File: src/cdt_pkg.sv
// Package: types, codes and sizes shared by the conditional directive tracker.
`timescale 1ns / 1ps
package cdt_pkg;

  localparam int unsigned MAX_LEVELS = 32;
  localparam int unsigned LVL_W      = $clog2(MAX_LEVELS);
  localparam int unsigned DEPTH_W    = 5;
  localparam int unsigned IN_DATA_W  = 8;
  localparam int unsigned IN_USER_W  = 3;
  localparam int unsigned OUT_DATA_W = 16;

  typedef enum logic [2:0] {
    ACT_IF     = 3'd0,
    ACT_IFDEF  = 3'd1,
    ACT_IFNDEF = 3'd2,
    ACT_ELSE   = 3'd3,
    ACT_ELIF   = 3'd4,
    ACT_ENDIF  = 3'd5
  } action_e;

  typedef enum logic [1:0] {
    ARG_PRESENT     = 2'd0,
    ARG_MISSING     = 2'd1,
    ARG_FORM        = 2'd2,
    ARG_MISSING_ALT = 2'd3
  } arg_e;

  typedef enum logic [2:0] {
    ERR_NONE = 3'd0,
    ERR_DEEP = 3'd1,
    ERR_NOIF = 3'd2,
    ERR_ELSE = 3'd3,
    ERR_ARG  = 3'd4,
    ERR_FORM = 3'd5
  } err_e;

  typedef struct packed {
    logic had_else;
    logic taken;
    logic was_incl;
  } level_flags_t;

  typedef struct packed {
    arg_e    arg;
    logic    cond;
    action_e action;
  } item_t;

  typedef struct packed {
    logic [DEPTH_W-1:0] depth;
    err_e               err;
    logic               incl;
  } result_t;

endpackage

File: src/cdt_in_reg.sv
// Input register stage: captures one directive item from the slave channel.
`timescale 1ns / 1ps
module cdt_in_reg (
  input  logic          clk_i,
  input  logic          rst_ni,
  input  logic          valid_i,
  output logic          ready_o,
  input  cdt_pkg::item_t item_i,
  input  logic          pop_i,
  output logic          valid_o,
  output cdt_pkg::item_t item_o
);
  import cdt_pkg::*;

  logic  valid_q;
  item_t item_q;

  assign ready_o = !valid_q || pop_i;
  assign valid_o = valid_q;
  assign item_o  = item_q;

  always_ff @(posedge clk_i or negedge rst_ni) begin
    if (!rst_ni) begin
      valid_q <= 1'b0;
    end else if (ready_o) begin
      valid_q <= valid_i;
    end
  end

  always_ff @(posedge clk_i) begin
    if (valid_i && ready_o) begin
      item_q <= item_i;
    end
  end

endmodule

File: src/cdt_core.sv
// Directive evaluation: include flag, level count and per-level flag stack.
`timescale 1ns / 1ps
module cdt_core (
  input  logic            clk_i,
  input  logic            rst_ni,
  input  logic            step_i,
  input  cdt_pkg::item_t  item_i,
  output cdt_pkg::result_t result_o
);
  import cdt_pkg::*;

  localparam logic [LVL_W-1:0] TOP_LEVEL = LVL_W'(MAX_LEVELS - 1);

  logic             incl_q, incl_d;
  logic [LVL_W-1:0] cnt_q, cnt_d;
  level_flags_t     stack_q [MAX_LEVELS];

  level_flags_t     f;
  level_flags_t     wr_data;
  logic             wr_en;
  logic [LVL_W-1:0] wr_addr;
  err_e             err;
  logic             want;
  logic             is_if;
  logic             eval;

  assign f = stack_q[cnt_q];

  always_comb begin
    incl_d  = incl_q;
    cnt_d   = cnt_q;
    wr_en   = 1'b0;
    wr_addr = cnt_q;
    wr_data = f;
    err     = ERR_NONE;
    eval    = 1'b0;
    is_if   = 1'b1;
    want    = 1'b1;
    case (item_i.action)
      ACT_IF, ACT_IFDEF, ACT_IFNDEF: begin
        if (cnt_q == TOP_LEVEL) begin
          err = ERR_DEEP;
        end else begin
          cnt_d   = cnt_q + 1'b1;
          wr_en   = 1'b1;
          wr_addr = cnt_q + 1'b1;
          wr_data = '0;
          if (incl_q) begin
            wr_data.was_incl = 1'b1;
            eval  = 1'b1;
            is_if = (item_i.action == ACT_IF);
            want  = (item_i.action != ACT_IFNDEF);
          end
        end
      end
      ACT_ELSE: begin
        if (cnt_q == '0) begin
          err = ERR_NOIF;
        end else if (f.had_else) begin
          err = ERR_ELSE;
        end else begin
          wr_en = 1'b1;
          wr_data.had_else = 1'b1;
          if (f.was_incl) begin
            incl_d = !(incl_q || f.taken);
          end
        end
      end
      ACT_ELIF: begin
        if (cnt_q == '0) begin
          err = ERR_NOIF;
        end else if (f.had_else) begin
          err = ERR_ELSE;
        end else if (!f.was_incl || f.taken) begin
          incl_d = 1'b0;
        end else begin
          wr_en = 1'b1;
          eval  = 1'b1;
        end
      end
      ACT_ENDIF: begin
        if (cnt_q == '0) begin
          err = ERR_NOIF;
        end else begin
          incl_d = f.was_incl;
          cnt_d  = cnt_q - 1'b1;
        end
      end
      default: begin
      end
    endcase

    if (eval) begin
      if (item_i.arg == ARG_MISSING || item_i.arg == ARG_MISSING_ALT) begin
        err = ERR_ARG;
      end else if (item_i.arg == ARG_FORM) begin
        err = is_if ? ERR_FORM : ERR_ARG;
      end else if (item_i.cond == want) begin
        incl_d = 1'b1;
        wr_data.taken = 1'b1;
      end else begin
        incl_d = 1'b0;
      end
    end
  end

  assign result_o.incl  = incl_d;
  assign result_o.err   = err;
  assign result_o.depth = DEPTH_W'(cnt_d);

  always_ff @(posedge clk_i or negedge rst_ni) begin
    if (!rst_ni) begin
      incl_q <= 1'b1;
      cnt_q  <= '0;
    end else if (step_i) begin
      incl_q <= incl_d;
      cnt_q  <= cnt_d;
    end
  end

  always_ff @(posedge clk_i) begin
    if (step_i && wr_en) begin
      stack_q[wr_addr] <= wr_data;
    end
  end

  a_cnt_range: assert property (@(posedge clk_i) disable iff (!rst_ni)
    cnt_q <= TOP_LEVEL)
    else $error("level count out of range");

  a_err_keeps_incl: assert property (@(posedge clk_i) disable iff (!rst_ni)
    step_i && err != ERR_NONE |=> $stable(incl_q))
    else $error("erroneous directive changed include flag");

  a_endif_pops: assert property (@(posedge clk_i) disable iff (!rst_ni)
    step_i && item_i.action == ACT_ENDIF && cnt_q != '0
    |=> cnt_q == LVL_W'($past(cnt_q) - 1'b1))
    else $error("endif did not pop one level");

  a_deep_only_full: assert property (@(posedge clk_i) disable iff (!rst_ni)
    step_i && err == ERR_DEEP |-> cnt_q == TOP_LEVEL)
    else $error("too-deep error below full stack");

endmodule

File: src/cdt_out_reg.sv
// Result register stage: holds one result item for the master channel.
`timescale 1ns / 1ps
module cdt_out_reg (
  input  logic             clk_i,
  input  logic             rst_ni,
  input  logic             load_i,
  input  cdt_pkg::result_t result_i,
  output logic             free_o,
  output logic             valid_o,
  input  logic             ready_i,
  output cdt_pkg::result_t result_o
);
  import cdt_pkg::*;

  logic    valid_q;
  result_t result_q;

  assign free_o   = !valid_q || ready_i;
  assign valid_o  = valid_q;
  assign result_o = result_q;

  always_ff @(posedge clk_i or negedge rst_ni) begin
    if (!rst_ni) begin
      valid_q <= 1'b0;
    end else if (free_o) begin
      valid_q <= load_i;
    end
  end

  always_ff @(posedge clk_i) begin
    if (load_i) begin
      result_q <= result_i;
    end
  end

endmodule

File: src/conditional_directive_tracker_top.sv
// Conditional directive tracker: nesting of if/ifdef/ifndef/else/elif/endif.
// Usage:
//   Slave stream carries one directive per item: tuser holds the directive
//   kind, tdata its evaluated condition and argument status. Master stream
//   returns exactly one result per directive: include flag, error code and
//   nesting depth after the directive.
//   A slave item is registered in the input register, then evaluated, and its
//   result is registered in the result register, which drives master tvalid;
//   evaluation waits while the result register is full and not taken.
//   Throughput is 1 item per cycle unless the master side stalls: each
//   directive touches only the top level stack entry and the include flag.
//   Reset clears the include flag to 1 and the level count to 0; the stack
//   entries are written by the push that opens each level.
//   When the master side stalls, the result register holds its item and the
//   input register takes one more; s_axis_tready drops once both are full.
`timescale 1ns / 1ps
module conditional_directive_tracker_top (
  input  logic                           clk_i,
  input  logic                           rst_ni,
  input  logic                           s_axis_tvalid_i,
  output logic                           s_axis_tready_o,
  // [0] condition, [2:1] arg_status, [7:3] zero
  input  logic [cdt_pkg::IN_DATA_W-1:0]  s_axis_tdata_i,
  // [2:0] action
  input  logic [cdt_pkg::IN_USER_W-1:0]  s_axis_tuser_i,
  output logic                           m_axis_tvalid_o,
  input  logic                           m_axis_tready_i,
  // [0] include_lines, [3:1] error_code, [8:4] nest_depth, [15:9] zero
  output logic [cdt_pkg::OUT_DATA_W-1:0] m_axis_tdata_o
);
  import cdt_pkg::*;

  item_t   in_item;
  item_t   cur_item;
  logic    cur_valid;
  logic    out_free;
  logic    step;
  result_t core_result;
  result_t out_result;

  assign in_item.action = action_e'(s_axis_tuser_i[2:0]);
  assign in_item.cond   = s_axis_tdata_i[0];
  assign in_item.arg    = arg_e'(s_axis_tdata_i[2:1]);

  assign step = cur_valid && out_free;

  cdt_in_reg u_in_reg (
    .clk_i   (clk_i),
    .rst_ni  (rst_ni),
    .valid_i (s_axis_tvalid_i),
    .ready_o (s_axis_tready_o),
    .item_i  (in_item),
    .pop_i   (step),
    .valid_o (cur_valid),
    .item_o  (cur_item)
  );

  cdt_core u_core (
    .clk_i    (clk_i),
    .rst_ni   (rst_ni),
    .step_i   (step),
    .item_i   (cur_item),
    .result_o (core_result)
  );

  cdt_out_reg u_out_reg (
    .clk_i    (clk_i),
    .rst_ni   (rst_ni),
    .load_i   (step),
    .result_i (core_result),
    .free_o   (out_free),
    .valid_o  (m_axis_tvalid_o),
    .ready_i  (m_axis_tready_i),
    .result_o (out_result)
  );

  assign m_axis_tdata_o = OUT_DATA_W'(out_result);

endmodule
File: config.mk
export PLATFORM = sky130hd
export DESIGN_NAME = conditional_directive_tracker_top
export DESIGN_NICKNAME = d
export VERILOG_FILES = /design/src/cdt_pkg.sv /design/src/cdt_in_reg.sv /design/src/cdt_core.sv /design/src/cdt_out_reg.sv /design/src/conditional_directive_tracker_top.sv
export SDC_FILE = /design/constraint.sdc
export NUM_CORES = 1
export LEC_CHECK = 0
export ABC_CLOCK_PERIOD_IN_PS = 3750
export BUFFER_PORTS_ARGS = -buffer_cell sky130_fd_sc_hd__buf_2
export CORE_ASPECT_RATIO = 2
export CORE_MARGIN = 1.5
export CORE_UTILIZATION = 50
export CTS_CLUSTER_DIAMETER = 120
export CTS_CLUSTER_SIZE = 10
export DETAILED_ROUTE_END_ITERATION = 10
export GPL_TIMING_DRIVEN = 0
export PLACE_DENSITY = 0.69
export SLEW_MARGIN = 20
export SYNTH_ARGS = -nofsm -noshare
export SYNTH_HDL_FRONTEND = slang
export SYNTH_SLANG_ARGS = --single-unit
File: constraint.sdc
create_clock -name clk_i -period 3.75 [get_ports clk_i]
set_clock_uncertainty 0.2 [all_clocks]
set_input_delay 0.1875 -clock clk_i [delete_from_list [all_inputs] [get_ports clk_i]]
set_output_delay 0.1875 -clock clk_i [all_outputs]
set_load 0.005 [all_outputs]
After elaboration in Yosys (flattened, before gate mapping)
Memories as Yosys holds them, arrays and structs flattened.
Index checks and enable logic that the tools add are counted.

word-level totals
  memory bits (read-only) = 0
  bits in registers = 23
  bits in latches = 0
  word-level logic and storage cells = 91
  memory bits (writable) = 96
  memories kept = 1
  output and inout bits = 18

cells by class
  order comparisons = 0
  reductions and logical operators = 16
  multipliers = 0
  add/sub/neg operators = 2
  eq/ne operators = 11
  bitwise logic cells = 0
  shift-type cells = 0
  muxes and demuxes = 51
  div/mod/pow operators = 0

memories
  name            depth  width  rd ports  clocked after Yosys merged registers in  write ports  RTL line        source
  u_core.stack_q  32     3      1         0                                        1            cdt_core.sv:16  level_flags_t stack_q [MAX_LEVELS];

operators with widths
  kind                 count
  $mux 1               34
  $mux 5               3
  $mux 3               4
  $pmux 5 s2           1
  $pmux 3 s3           1
  $mux 2               4
  $eq 3x2->1 const B   2
  $eq 3x3->1 const B   2
  $pmux 1 s3           2
  $add 5x1->5 const B  1
  $eq 5x5->1 const B   1
  $logic_not 5->1      1
  $logic_or 1x1->1     5
  $sub 5x1->5 const B  1
  $eq 2x2->1 const B   2
  $logic_not 1->1      4
  $pmux 1 s2           2
  $eq 3x1->1 const B   1
  $logic_and 1x1->1    3
  $logic_not 3->1      1
  $ne 3x2->1 const B   1
  $reduce_or 3->1      1
  $eq 2x1->1 const B   1
  $reduce_or 2->1      1
  $eq 1x1->1           1

Longest topological paths before layout
Gate-level depths: netlist of the first run.
An unclocked memory read counts as a cell.

  word-level depth = 10
  depth in mapped cells = 13
  depth with buffers taken out = 10

Cells and area by module
From an unflattened synthesis of the first run, not the netlist that was laid out.

unflattened totals
  cells, all modules = 401
  area, all modules = 5723.0 um^2

by module, submodules not included
  module                             area each (um^2)  times used  cells an instance
  cdt_core                           5108.6            1           370
  cdt_out_reg                        317.8             1           12
  cdt_in_reg                         234.0             1           10
  conditional_directive_tracker_top  62.6              1           9

Worst setup path before layout of the first run
OpenSTA, ideal clock, no wires.

  kind = flip-flop to flip-flop
  from = register u_core.cnt_q[0]
  to = memory u_core.stack_q[0][1] (netlist name) (data pin)
  data arrival time = 2.789 ns
  setup time = 0.455 ns
  path slack = 0.305 ns
  cell stages (with the launch flop) = 11
  clock period less this slack = 3.445 ns
  cell sequence = dfrtp_1 > buf_4 > buf_2 > inv_1 > ha_1 > or3b_2 > a221oi_2 > nor2_2 > a31o_1 > nand2_1 > o211ai_1

RTL lines
  element                 RTL line         source
  from (decl)             cdt_core.sv:15   logic [LVL_W-1:0] cnt_q, cnt_d;
  from (signal assigned)  cdt_core.sv:117  cnt_q <= cnt_d;
  to (decl)               cdt_core.sv:16

Worst setup path in the final report of the first run
  from = register u_core.cnt_q[0]
  to = memory u_core.stack_q[23][2] (netlist name) (enable)

on the way
  word-level cells in the longest chain between the ends = 10
  elaborated cells on any way between the ends = 18
  those cells by class = add/sub (1); eq/ne (1); mux (11); reduce/logical (4); memory (1)

RTL lines
  element                       RTL line         source
  $mem_v2 32x3                  n/a
  $logic_not 1->1               cdt_core.sv:74   end else if (!f.was_incl || f.taken) begin
  $logic_or 1x1->1              cdt_core.sv:74
  $mux 1                        cdt_core.sv:74
  $mux 1                        cdt_core.sv:72   end else if (f.had_else) begin
  $mux 1                        cdt_core.sv:70   if (cnt_q == '0) begin
  $pmux 1 s3                    cdt_core.sv:39   case (item_i.action)
  $logic_and 1x1->1             cdt_core.sv:122  if (step_i && wr_en) begin
  $mux 1                        cdt_core.sv:122
  $mux 1 (not written as such)  cdt_core.sv:123  stack_q[wr_addr] <= wr_data;

Several ways; a longest one is shown, not always the timed one.

==> reports/metrics.cfg, run 1 <==
[run_status]
status=finished, final reports clean

[timing]
fin_crit_ps=3750
fmax_ghz=0.267
hold_slack_ps=87.7
layout_setup_ws_ps=4.29
slew_violations=0
worstMarginPinSlew_ps=897
setup_viol=0
hold_viol_final=0
relSlewSlack_pct=40.0
rsz0062_at_grt=yes
min_period_over_period_pct=99.9

[route]
ant_nets=0
routed_wl_mm=14.0
routed_via_density=5.88
drcViolationCount=0
wl_per_cell_um=22.4
drt_iter0_drc=300
vias=3676
first_pass_iters=5

[synthesis]
ys_seq_elements=119
synth_area_per_cell_um2=13.6
synthTopCellsByCount=edfxtp_1, nor2_1, nand2_1
syn_area_um2=5590
synth_cell_types=59
synth_top_area_share_pct=59.7
synth_edf_count=111
seq_area_frac_synth_pct=63.3
synth_cells=412
yosysTopAreaCell=edfxtp_1
synth_ff_type=edfxtp_1
yosysMostFrequentCell=edfxtp_1
ys_warn_count=0
synthTopCellsByArea=edfxtp_1, mux4_2, mux2i_1
async_flop_share_pct=6.72

[critical_path]
cp_slowest_stage_delay_ps=470
cp_cell_sequence=buf_4, buf_6, and2b_1, a22oi_1, and3_1, nor4_4, a31oi_1, o21ai_4, nand3_1, nor3_1
worstSetupPathType=flop to flop
start_kind=flop
worst-path-max-fanout=10
worstPathArrival_ps=3600
cp_slowest_cell=nor3_1
end_kind=flop
critical_path_required_ps=3610
cp_num_buf_inv=2
critPathTopFamily=simple AND/OR/NAND/NOR gates

[grt]
grt_pass1_wl_mm=21.4
grt_antenna_before_repair=0
grt_pass1_vias=3874
grt_max_degree=33
grt_usage_pct=25.1
grt_overflow_total=0

[clock_network]
numCtsBuffers=17
cts_max_path_buffers=2
clk_latency_ps=420
clk_pin_slew_ps=60
cts_tree=built
cts-root-buf=clkbuf_16
h-tree-depth=4
clock_sinks=119

[floorplanning]
rows=54
design.portCount=33
die-area_um2=11900
die_h_um=152
die_w_um=77.7
start_util_pct=51.4
core_um2=10900

[finish]
diodes=0
final_nets=489
nFillCells=834
multi_input_area_um2=2000
layout-drive-gt1-share_pct=25.2
seq_area_um2=3530
syn_to_final_growth_pct=19.4

[placement]
routabilityCongestion=0.959
dp_hpwl_mm=10.1
place_ws_ps=-232
portBuffers=20

[power]
leakagePower_nw=2.29
powerDensity_nw_per_um2=816
irDropWorstVdd_uv=456

[flow_run]
maxCapViolations=0

[min_path]
worstHoldPathType=input port to async pin

[flip-flops by register name, summed over array words and instances (netlist names)]
name                count
u_core.stack_q         96
u_out_reg.result_o      9
u_in_reg.item_o         6
u_core.cnt_q            5
u_core.incl_q           1
u_in_reg.valid_o        1
u_out_reg.valid_o       1
[per-layer routing]
metal	share of wire, %	track usage, %
met1	34	24.0
met2	58	47.6
met3	3.2	3.83
met4	5.2	16.0
met5	0	0
[where the power goes]
part / internal (mW) / total (mW) / switching, mW
Sequential: 1.82 / 1.87 / 0.0476
Combinational: 0.723 / 2.09 / 1.36
Clock: 0.905 / 1.48 / 0.579
Total: 3.45 / 5.44 / 1.99
[path summary, 6_finish.rpt]
| kind | from | to | slack [ps] | cells after the start |
|---|---|---|---|---|
| max reg2reg | u_core.cnt_q[0]$_DFFE_PN0P_ | u_core.stack_q[23][2]$_DFFE_PP_ | 4 | 10 |
| min in group clk_i | s_axis_tdata_i[0] | u_in_reg.item_o[3]$_DFFE_PP_ | 290 | 2 |
| max | u_core.cnt_q[0]$_DFFE_PN0P_ | u_core.stack_q[23][2]$_DFFE_PP_ | 4 | 10 |
| min | rst_ni | u_core.incl_q$_DFFE_PN1P_ | 90 | 2 |
| min reg2reg | u_in_reg.valid_o$_DFFE_PN0N_ | u_out_reg.valid_o$_DFFE_PN0P_ | 370 | 1 |
| max in group asynchronous | rst_ni | u_core.cnt_q[2]$_DFFE_PN0P_ | 2480 | 3 |
[what timing repair did]
| item | CTS | global route |
|---|---|---|
| endpoints found under the hold margin | 16 | 0 |
| endpoints found under the setup margin | 27 | 98 |
| hold buffers | 11 | 0 |
| gates resized for setup | 2 | 24 |
| pin swaps | 1 | 1 |
| setup buffers | 1 | 0 |
[cells by family after synthesis]
logic type | Yosys count | synth area share, %
other | 1 | 0.0671
buffers and inverters | 31 | 3.16
multiplexers | 41 | 10.3
AO/OA/AOI/OAI | 65 | 8.69
adder cells (fa/ha/maj) | 2 | 0.448
XOR/XNOR | 5 | 0.784
AND/OR/NAND/NOR | 148 | 13.3
flip-flops | 119 | 63.3
[placed cells by master (no fill, tap or decap), types with 3 or more instances in the layout]
cell,n
edfxtp_1,111
nand2_1,37
mux2i_1,27
nor2_1,26
buf_2,23
nor2_2,18
clkbuf_16,17
buf_4,14
mux4_2,13
clkbuf_1,11
o21ai_0,11
nand2b_1,11
dlygate4sd3_1,11
a21oi_1,10
nand3_1,10
and2_1,8
a22oi_1,7
conb_1,7
dfrtp_1,7
nor2b_1,6
nor3_1,6
xnor2_1,5
a31oi_1,5
a22o_1,5
nand4_1,4
or2_2,4
inv_1,3
buf_6,3
clkinv_1,3
o21a_1,3
and3_1,3
and4_1,3
clkinv_4,3
clkinvlp_4,3
[cell type report]
type | instances | share of cell area [%]
Buffer | 25 | 2.31
Clock buffer | 20 | 6.55
Clock inverter | 12 | 1.58
Inverter | 6 | 0.338
Multi-Input combinational cell | 268 | 30.0
Sequential cell | 119 | 53.0
Tap cell | 140 | 2.63
Timing Repair Buffer | 35 | 3.66
[worst reg2reg max path, stage by stage, from the launching register on]
cell	delay [ps]
dfrtp_1	380
buf_4	190
buf_6	180
and2b_1	400
a22oi_1	140
and3_1	240
nor4_4	450
a31oi_1	200
o21ai_4	290
nand3_1	230
nor3_1	470
[per-stage QoR]
stage / std cells / total power [mW] / utilization [%] / cell area [µm²] / setup TNS (ps)
floorplan: 418 / 3.21 / - / 5610 / 0
global placement: 578 / 3.78 / 54.1 / 5880 / -90830
detailed placement: 581 / 3.85 / 54.5 / 5930 / -3650
CTS: 625 / 5.38 / 60.7 / 6600 / 0
global route: 625 / 5.65 / 61.3 / 6670 / -3840
finish: 625 / 5.44 / 61.3 / 6670 / 0
No activity file was read; power rests on OpenSTA's default activity.
==> inputs of run 2 (changes only) <==
--- a/config.mk
+++ b/config.mk
@@ -9,12 +9,12 @@
 export BUFFER_PORTS_ARGS = -buffer_cell sky130_fd_sc_hd__buf_2
 export CORE_ASPECT_RATIO = 2
 export CORE_MARGIN = 1.5
-export CORE_UTILIZATION = 50
+export CORE_UTILIZATION = 30
 export CTS_CLUSTER_DIAMETER = 120
 export CTS_CLUSTER_SIZE = 10
 export DETAILED_ROUTE_END_ITERATION = 10
 export GPL_TIMING_DRIVEN = 0
-export PLACE_DENSITY = 0.69
+export PLACE_DENSITY = 0.46
 export SLEW_MARGIN = 20
 export SYNTH_ARGS = -nofsm -noshare
 export SYNTH_HDL_FRONTEND = slang
==> run 2 against run 1 <==
  * Setup slack better by 69 ps
  * Clock power up 10%
  * Routed wire length up 10%
  * Utilization down 24 points
  * Worst hold slack better by 7.9 ps
  * Largest cell class unchanged
  * Largest power group unchanged
==> reports/metrics.cfg, run 2 (synthesis gave the netlist of run 1 again) <==
[run_status]
status=finished, final reports clean

[critical_path]
end_kind=flop
worstSetupPathDepth=10  ; unchanged
worstPathArrival_ps=3560  ; -40 ps
worst-path-max-fanout=10  ; unchanged
crit_top_cell=buf_4
worstSetupPathType=flop to flop
crit_start=u_core.cnt_q[1]$_DFFE_PN0P_
cp_slowest_stage_delay_ps=440  ; -30 ps
cp_slowest_cell=nor4_4
r2r_start=u_core.cnt_q[1]$_DFFE_PN0P_
cp_cell_sequence=buf_4, buf_4, mux2i_1, a22oi_1, and3_1, nor4_4, a31oi_1, o21ai_4, o2111ai_2, nor2_1
critPathTopFamily=simple AND/OR/NAND/NOR gates
reg2regPathDepth=10  ; unchanged
critical_path_required_ps=3640  ; +30 ps
start_kind=flop
cp_num_buf_inv=2  ; unchanged

[finish]
fin_util_pct=37.5  ; -24 points
seq_area_um2=3530  ; unchanged
mostFrequentLayoutCells=edfxtp_1, nand2_1, nor2_1
final_nets=492  ; +0.61%
mostFrequentLayoutCell=edfxtp_1
final-instance-count-excl-fill=704  ; +13%
syn_to_final_growth_pct=22.8
top_register=u_core.stack_q
largest_reg_flops=96  ; unchanged
nFillCells=1741  ; +110%
multi_input_area_um2=2010  ; +0.38%
diodes=0  ; unchanged
layout-drive-gt1-share_pct=25.2  ; +0.050 points

[floorplanning]
die-area_um2=19500  ; +64%
die_h_um=196  ; +29%
design.portCount=33  ; unchanged
die_w_um=99.5  ; +28%
start_util_pct=30.5  ; -21 points
core_um2=18300  ; +68%
rows=70  ; +30%

[grt]
grt_overflow_total=0  ; unchanged
grt_pass1_wl_mm=22.9  ; +7.4%
grt_antenna_before_repair=0  ; unchanged
grt_usage_pct=16.8  ; -8.3 points
grt_max_degree=33  ; unchanged
grt_pass1_vias=3800  ; -1.9%

[clock_network]
clock_sinks=119  ; unchanged
cts_tree=built
cts-root-buf=clkbuf_16
clk_latency_ps=420  ; about the same
clk_pin_slew_ps=50  ; about the same
numCtsBuffers=17  ; unchanged
cts_max_path_buffers=2  ; unchanged
h-tree-depth=4  ; unchanged

[power]
p_comb_share_pct=38.6  ; +0.3 points
irDropWorstVdd_uv=353  ; -23%
p_sw_mw=2.04  ; +2.7%
switching_share_pct=35.9  ; -0.68 points
clkPwrFrac_pct=28.6  ; +1.3 points
pwr-share-seq_pct=32.8  ; -1.6 points
leakagePower_nw=2.34  ; +2.3%
powerDensity_nw_per_um2=830  ; +1.8%
p_int_mw=3.65  ; +5.8%

[route]
routed_via_density=5.10  ; -13%
ant_nets=0  ; unchanged
first_pass_iters=4  ; -1
routed_wl_mm=15.5  ; +10%
drcViolationCount=0  ; unchanged
wl_per_cell_um=22.0  ; -2.1%
vias=3592  ; -2.3%
drt_iter0_drc=186  ; -38%

[timing]
setup_viol=0  ; unchanged
fin_crit_ps=3680  ; -69.0 ps
relSlewSlack_pct=44.1  ; +4.1 points
fmax_ghz=0.272  ; +1.9%
hold_viol_final=0  ; unchanged
slew_violations=0  ; unchanged
worstMarginPinSlew_ps=836  ; -61.4 ps
min_period_over_period_pct=98.0  ; -1.8 points
rsz0062_at_grt=yes

[placement]
routabilityCongestion=0.830  ; -13%
placed_cells=658  ; +13%
portBuffers=20  ; unchanged
dp_hpwl_mm=11.4  ; +14%

[min_path]
worstHoldPathType=input port to async pin

[flow_run]
maxCapViolations=0  ; unchanged

==> run 2: cell type report <==
class	instances	share of cell area (%)
timing repair buffer	38	4.01
multi-input combinational	268	29.2
tap	216	3.94
inverter	6	0.328
buffer	25	2.42
sequential	119	51.5
clock inverter	13	2.26
clock buffer	19	6.31
==> run 2: worst paths after layout <==
check                                                       to  slack (ps)
worst max-delay path            u_core.stack_q[1][0]$_DFFE_PP_          70
worst min-delay path                 u_core.incl_q$_DFFE_PN1P_         100
worst max register to register  u_core.stack_q[1][0]$_DFFE_PP_          70
worst min register to register   u_out_reg.valid_o$_DFFE_PN0P_         320
max in group asynchronous          u_core.cnt_q[1]$_DFFE_PN0P_        2460
min in group clk_i                u_in_reg.item_o[3]$_DFFE_PP_         280
==> run 2: repair_timing <==
action,4_1_cts,5_1_grt
setup buffers,2,1
endpoints found under the setup margin,38,71
hold buffers,11,0
pin swaps,1,3
gates resized for setup,9,17
cloned,0,0
hold endpoints to repair,16,0
==> run 2: layer usage <==
layer  track usage [%]  part of all wire (%)  up-vias
met4              8.92                   3.7        0
met3              3.21                   2.5       30
li1                  -                     -     1691
met5                 0                     0        -
met2              33.4                    60       82
met1              15.3                    34     1789
==> run 2: stage by stage <==
stage	TNS, ps	cell area, µm²	power (mW)	hold WS, ps	setup WS (ps)
2_1_floorplan	0	5610	3.21	-308	305
3_3_place_gp	-113900	5980	3.85	-136	-1420
3_5_place_dp	-5070	6040	3.95	-128	-257
4_1_cts	0	6800	5.70	107	26.7
5_1_grt	-2910	6860	5.94	104	-90.1
6_report	0	6860	5.70	95.6	73.2
==> run 2: power groups by stage <==
| stage | clock (mW) | combinational [mW] | sequential [mW] |
|---|---|---|---|
| 6_report | 1.63 | 2.20 | 1.87 |
| 5_1_grt | 1.71 | 2.36 | 1.88 |
| 4_1_cts | 1.66 | 2.17 | 1.87 |
| 3_5_place_dp | 0 | 2.06 | 1.89 |
| 3_3_place_gp | 0 | 1.92 | 1.94 |
| 2_1_floorplan | 0 | 1.31 | 1.90 |
